`src/rtl/smx_pkg.sv`:
```
// Package for the stack machine execute unit: opcodes, error and status
// codes, sequencer states and the request/response types of the shared ALU.
// No dependencies.
`default_nettype none

package smx_pkg;

  // Stream widths, padded to whole bytes
  localparam int IN_W  = 72;  // 5 + 32 + 32 + 2 = 71
  localparam int OUT_W = 72;  // 2 + 4 + 1 + 16 + 3 + 32 + 7 = 65

  // Opcodes
  localparam logic [4:0] OP_PUSH         = 5'd0;
  localparam logic [4:0] OP_STORE        = 5'd1;
  localparam logic [4:0] OP_LOAD         = 5'd2;
  localparam logic [4:0] OP_SETLINE      = 5'd3;
  localparam logic [4:0] OP_JUMP         = 5'd4;
  localparam logic [4:0] OP_JUMPIF       = 5'd5;
  localparam logic [4:0] OP_HALT         = 5'd6;
  localparam logic [4:0] OP_LINE         = 5'd7;
  localparam logic [4:0] OP_PRINT_INT    = 5'd8;
  localparam logic [4:0] OP_PRINT_INT_NL = 5'd9;
  localparam logic [4:0] OP_PRINT_STR    = 5'd10;
  localparam logic [4:0] OP_PRINT_STR_NL = 5'd11;
  localparam logic [4:0] OP_READ         = 5'd12;
  localparam logic [4:0] OP_ADD          = 5'd13;
  localparam logic [4:0] OP_SUB          = 5'd14;
  localparam logic [4:0] OP_MUL          = 5'd15;
  localparam logic [4:0] OP_DIV          = 5'd16;
  localparam logic [4:0] OP_MOD          = 5'd17;
  localparam logic [4:0] OP_EQ           = 5'd18;
  localparam logic [4:0] OP_NE           = 5'd19;
  localparam logic [4:0] OP_GT           = 5'd20;
  localparam logic [4:0] OP_LT           = 5'd21;
  localparam logic [4:0] OP_GE           = 5'd22;
  localparam logic [4:0] OP_LE           = 5'd23;
  localparam logic [4:0] OP_FIRST_BAD    = 5'd24;

  // Error codes
  localparam logic [3:0] ERR_NONE      = 4'd0;
  localparam logic [3:0] ERR_OVERFLOW  = 4'd1;
  localparam logic [3:0] ERR_UNDERFLOW = 4'd2;
  localparam logic [3:0] ERR_ADDRESS   = 4'd3;
  localparam logic [3:0] ERR_JUMP      = 4'd4;
  localparam logic [3:0] ERR_DIVZERO   = 4'd5;
  localparam logic [3:0] ERR_EOF       = 4'd6;
  localparam logic [3:0] ERR_LITERAL   = 4'd7;
  localparam logic [3:0] ERR_OPCODE    = 4'd8;

  // Run status
  localparam logic [1:0] RUN_CONTINUE = 2'd0;
  localparam logic [1:0] RUN_HALTED   = 2'd1;
  localparam logic [1:0] RUN_ERROR    = 2'd2;

  // Read status
  localparam logic [1:0] RD_OK  = 2'd0;
  localparam logic [1:0] RD_EOF = 2'd1;

  // Print kinds
  localparam logic [2:0] PK_NONE = 3'd0;

  // Configuration register indexes
  localparam logic [1:0] CFG_MEM_WORDS   = 2'd0;
  localparam logic [1:0] CFG_STACK_WORDS = 2'd1;
  localparam logic [1:0] CFG_CODE_LINES  = 2'd2;

  // Sequencer of the top level
  typedef enum logic [3:0] {
    S_CLEAR, S_IDLE, S_DECODE, S_POP1, S_POP2, S_EXEC, S_LOAD, S_ALU, S_FIN
  } seq_state_t;

  // Shared ALU sequencer
  typedef enum logic [1:0] {
    A_IDLE, A_DIV, A_FIX
  } alu_state_t;

  typedef struct packed {
    logic       start;
    logic [4:0] op;
  } alu_req_t;

  typedef struct packed {
    logic        done;
    logic [31:0] result;
  } alu_rsp_t;

  // Stack entries an opcode pops
  function automatic logic [1:0] pops_needed(input logic [4:0] op);
    logic [1:0] n;
    case (op)
      OP_STORE, OP_JUMPIF:                         n = 2'd2;
      OP_LOAD, OP_JUMP, OP_PRINT_INT,
      OP_PRINT_INT_NL, OP_READ:                    n = 2'd1;
      OP_ADD, OP_SUB, OP_MUL, OP_DIV, OP_MOD,
      OP_EQ, OP_NE, OP_GT, OP_LT, OP_GE, OP_LE:    n = 2'd2;
      default:                                     n = 2'd0;
    endcase
    return n;
  endfunction

endpackage

`default_nettype wire

```
`src/rtl/smx_alu.sv`:
```
// Shared ALU: add, sub, mul and compares with a registered result, signed
// divide and modulo by a radix-2 restoring loop (32 steps plus a sign fix).
// Depends on smx_pkg.
`default_nettype none

module smx_alu (
  input  wire                logic clk,
  input  wire                logic rst,
  input  smx_pkg::alu_req_t  req,
  input  wire                logic [31:0] p,
  input  wire                logic [31:0] q,
  output smx_pkg::alu_rsp_t  rsp
);
  import smx_pkg::*;

  alu_state_t  state, state_next;
  logic [4:0]  op_r;
  logic [4:0]  cnt;
  logic [32:0] rem;
  logic [31:0] quo;
  logic [31:0] dvs;
  logic        p_neg, q_neg;
  logic [31:0] result;
  logic        done;

  logic        is_div;
  logic [31:0] quick;
  logic [32:0] rem_sh, diff;
  logic        take;

  assign is_div = (req.op == OP_DIV) || (req.op == OP_MOD);

  // Next state
  always_comb begin
    state_next = state;
    case (state)
      A_IDLE:  if (req.start && is_div) state_next = A_DIV;
      A_DIV:   if (cnt == 5'd31) state_next = A_FIX;
      A_FIX:   state_next = A_IDLE;
      default: state_next = A_IDLE;
    endcase
  end

  // Quick operations and one divide step
  always_comb begin
    case (req.op)
      OP_ADD:  quick = p + q;
      OP_SUB:  quick = p - q;
      OP_MUL:  quick = p * q;
      OP_EQ:   quick = {31'b0, p == q};
      OP_NE:   quick = {31'b0, p != q};
      OP_GT:   quick = {31'b0, $signed(q) < $signed(p)};
      OP_LT:   quick = {31'b0, $signed(p) < $signed(q)};
      OP_GE:   quick = {31'b0, !($signed(p) < $signed(q))};
      OP_LE:   quick = {31'b0, !($signed(q) < $signed(p))};
      default: quick = 32'd0;
    endcase
    rem_sh = {rem[31:0], quo[31]};
    diff   = rem_sh - {1'b0, dvs};
    take   = !diff[32];
  end

  always_ff @(posedge clk) begin
    if (rst) begin
      state <= A_IDLE;
      done  <= 1'b0;
    end else begin
      state <= state_next;
      case (state)
        A_IDLE: begin
          done <= req.start && !is_div;
          if (req.start) begin
            if (is_div) begin
              op_r  <= req.op;
              p_neg <= p[31];
              q_neg <= q[31];
              quo   <= p[31] ? (32'd0 - p) : p;
              dvs   <= q[31] ? (32'd0 - q) : q;
              rem   <= 33'd0;
              cnt   <= 5'd0;
            end else begin
              result <= quick;
            end
          end
        end
        A_DIV: begin
          done <= 1'b0;
          rem  <= take ? diff : rem_sh;
          quo  <= {quo[30:0], take};
          cnt  <= cnt + 5'd1;
        end
        A_FIX: begin
          if (op_r == OP_DIV)
            result <= (p_neg ^ q_neg) ? (32'd0 - quo) : quo;
          else
            result <= p_neg ? (32'd0 - rem[31:0]) : rem[31:0];
          done <= 1'b1;
        end
        default: done <= 1'b0;
      endcase
    end
  end

  assign rsp.done   = done;
  assign rsp.result = result;

endmodule

`default_nettype wire

```
`config.mk`:
```
export PLATFORM = sky130hd
export DESIGN_NAME = smx_alu
export DESIGN_NICKNAME = d
export VERILOG_FILES = /design/src/rtl/smx_pkg.sv /design/src/rtl/smx_alu.sv
export SDC_FILE = /design/constraint.sdc
export NUM_CORES = 2
export LEC_CHECK = 0
export BUFFER_PORTS_ARGS = -buffer_cell sky130_fd_sc_hd__buf_2
export CAP_MARGIN = 20
export CORE_ASPECT_RATIO = 0.9
export CORE_MARGIN = 3
export CORE_UTILIZATION = 40
export CTS_CLUSTER_SIZE = 30
export DETAILED_ROUTE_END_ITERATION = 16
export HOLD_SLACK_MARGIN = 0.03
export PLACE_DENSITY = 0.62
export REMOVE_ABC_BUFFERS = 1
export SLEW_MARGIN = 15
export SYNTH_ARGS = -nofsm -noshare
export SYNTH_HDL_FRONTEND = slang
export SYNTH_SLANG_ARGS = --single-unit
```
`constraint.sdc`:
```
create_clock -name clk -period 18.1 [get_ports clk]
set_input_delay 3.62 -clock clk [delete_from_list [all_inputs] [get_ports clk]]
set_output_delay 3.62 -clock clk [all_outputs]
set_load 0.05 [all_outputs]
```
==> run metrics <==
# clock sinks=approximately 140; FF+latch count, synth=143; first-pass GRT wire length=between 150 and 200 mm; DRC errors left=0; Total Wirelength=around 110 mm; Layout Skew=~16 ps; post-CTS setup buffer count=0; slowest stage delay, CP=920 ps; DR vias/cell=between 5 and 6; cells after synthesis=~3500; Crit-path slowest cell=clkinv_1; sequential area share after synthesis=0.1451; RSZ-0062 raised after global routing=no; Period Utilization, post-route=0.6538; Tightest Pin Transition=1278 ps; Vias=25931; final setup TNS=0 ps; CP max FO=18; GRT Util Overall=0.2850; Top FF cell, synth=edfxtp_1; starting density of the core=0.4075; CTS tree=built; Post-Synth Adder-Cell Area=0.3889; CTS Root Cell=clkbuf_16; DIE AREA=around 77000 µm²; buffer and inverter count on the worst path=8; mux contribution to synthesized area=0.009619; status=complete, no violations; largest family of logic cells by synthesized area=adder cells; final antenna-violating net count=0; routability cong.=approximately 1; GRT overflow=0; die width=between 200 and 300 µm; max_cap viols=0; cell family with most CP delay=adder cells; CP Launch Type=primary input; CTS Hold Bufs=0; compound-cell area share of the yosys netlist=0.1411; XOR/XNOR Fraction of Synth Area=0.07210; P&R area growth vs syn=6.746%; CTS Buf Count=17; initial antenna violation count=4; I/O pin count=105; crit end category=flop; post-cts resize count=0; Syn Area/Cell=between 8 and 9 µm²; final hold viol count=0; Yosys top cell area share=0.2799; deepest clock path buffer count=2; 1st-pass router iterations=8; Synth Cell Area=approximately 29000 µm²; fin. max-slew vios=0; Cell variety after synth=76; Clk pin slew, worst setup/hold paths=70 ps; top post-synthesis cells by area=fa_1 (28%), edfxtp_1 (14%), ha_1 (11%), inv_1 (6.5%), nor2_1 (5.9%); number of enable flip-flop cells after synthesis=140; Buffers on Ports=roughly 100; FP Rows=93; drt initial violations=approximately 3300; Skew-Pair Late Insertion Delay=between 400 and 500 ps; Die H=263.2 µm; Synth Warn #=0; Worst Hold Class=reg2reg; Worst Path Arrival=between 10000 and 15000 ps; dominant cell type by area after synthesis=fa_1; core area=72140 µm²; final setup violation count=0; vias in the first global route=about 25000; ys async rst share=0; share of cells above drive strength 1=0.06257; H-tree levels=4; Post-Synth Simple-Gate Area=0.1528; Worst Path Required=18290 ps; CP dominant cell by count=fa_1; f_max=84.50 MHz; pin count of the biggest net entering global routing=70; Crit Path Class=in2reg; wire per inst=roughly 25 µm; Tmin final=about 12000 ps; Rel. slew slack=0.1258; final net count=about 4200; DP Wirelength=approximately 86 mm
flip-flops by register name, summed over array words and instances (netlist names):
name	count
quo	32
p_neg	1
rem	32
cnt	5
result	32
state	2
done	1
dvs	32
q_neg	1
op_r	5
stage by stage:
| stage | worst slack (ps) | hold slack (ps) | cell area [µm²] | instances | util |
|---|---|---|---|---|---|
| CTS | 6356 | 601.9 | 31380 | 4418 | 0.4349 |
| floorplan | 7412 | 503.9 | 28720 | 3292 | - |
| global placement | 6173 | 590.4 | 30780 | 4386 | 0.4266 |
| global route | 5717 | 631.3 | 31380 | 4418 | 0.4349 |
| finish | 6265 | 604.3 | 31380 | 4419 | 0.4349 |
| detailed placement | 5975 | 592.5 | 30780 | 4386 | 0.4266 |
path summary, 6_finish.rpt:
kind / slack, ps / cells after the start / endpoint / start
min: 600 / 1 / cnt[0] / cnt[0]
max: 6270 / 28 / result[28] / p[6]
max reg2reg: 13810 / 14 / rem[29] / quo[31]
min reg2reg: 600 / 1 / cnt[0] / cnt[0]
placed cells by master, fill, tap and decap left out, drive strengths merged, types with 12 or more instances in the layout:
cell type / instances
inv: 523
nor2: 465
fa: 411
nand2: 362
ha: 256
xnor2: 182
o21ai: 161
buf: 144
a21oi: 140
edfxtp: 140
xor2: 60
nor3: 44
o31ai: 42
nand3: 38
a21o: 34
a211oi: 32
mux2i: 26
o22ai: 24
o21a: 23
o41ai: 22
nor2b: 20
nand2b: 20
or3: 19
o211ai: 17
o21bai: 17
clkbuf: 17
a221oi: 17
nand4: 15
or4: 15
nor4: 14
a22oi: 13
a31oi: 13
o221ai: 13
clkinv: 13
a221o: 12
worst reg2reg max path: cells and delay by family (launching register included):
kind,cells,cell delay (ps)
adders and majority gates,2,710
DFF,1,320
AOI/OAI and AO/OA,7,1780
buffers and inverters,2,660
xor gates and xnor gates,1,160
and+or+nand+nor,2,520
synth_stat cells (all sizes together), types with 12 or more instances:
cell type  number
nor2          465
o41ai          22
a211oi         32
clkinv         12
or4            15
a21o           34
o221ai         13
o211ai         17
a21oi         140
buf            26
nor3           44
ha            256
inv           515
a221o          12
o22ai          24
nand2         362
a221oi         17
xor2           60
a31oi          13
o21bai         17
a22oi          13
o21ai         161
mux2i          26
xnor2         182
o21a           23
clkbuf        154
nor2b          20
nor4           14
nand3          38
or3            19
fa            411
edfxtp        140
nand4          15
nand2b         20
o31ai          42
cell families (layout without fill, tap and decap cells):
| group | count (synthesis) | count (layout) |
|---|---|---|
| AND/OR/NAND/NOR | 1052 | 1052 |
| buffers and inverters | 707 | 703 |
| adder cells (fa/ha/maj) | 667 | 667 |
| AO/OA/AOI/OAI | 633 | 633 |
| XOR/XNOR | 242 | 242 |
| flip-flops | 143 | 143 |
| multiplexers | 28 | 28 |
| other | 0 | 1 |
cell type report:
type	instances	area [µm²]
Sequential cell	143	4264
Inverter	527	1978
Fill cell	7242	40770
Multi-Input combinational cell	2622	22530
Timing Repair Buffer	144	820.8
Clock buffer	17	425.4
Antenna cell	1	2.502
Tap cell	950	1189
Clock inverter	15	171.4
per-layer routing:
metal	up-vias	GRT usage	wire [µm]
met3	251	0.07069	12440
met2	1477	0.4201	46230
met1	12881	0.4047	46450
met4	2	0.1035	4704
li1	11320	-	-
met5	-	0	13
Power is left out: the tool's default activity adds up to more than one toggle a clock period on the data nets, which glitch-free logic cannot reach.
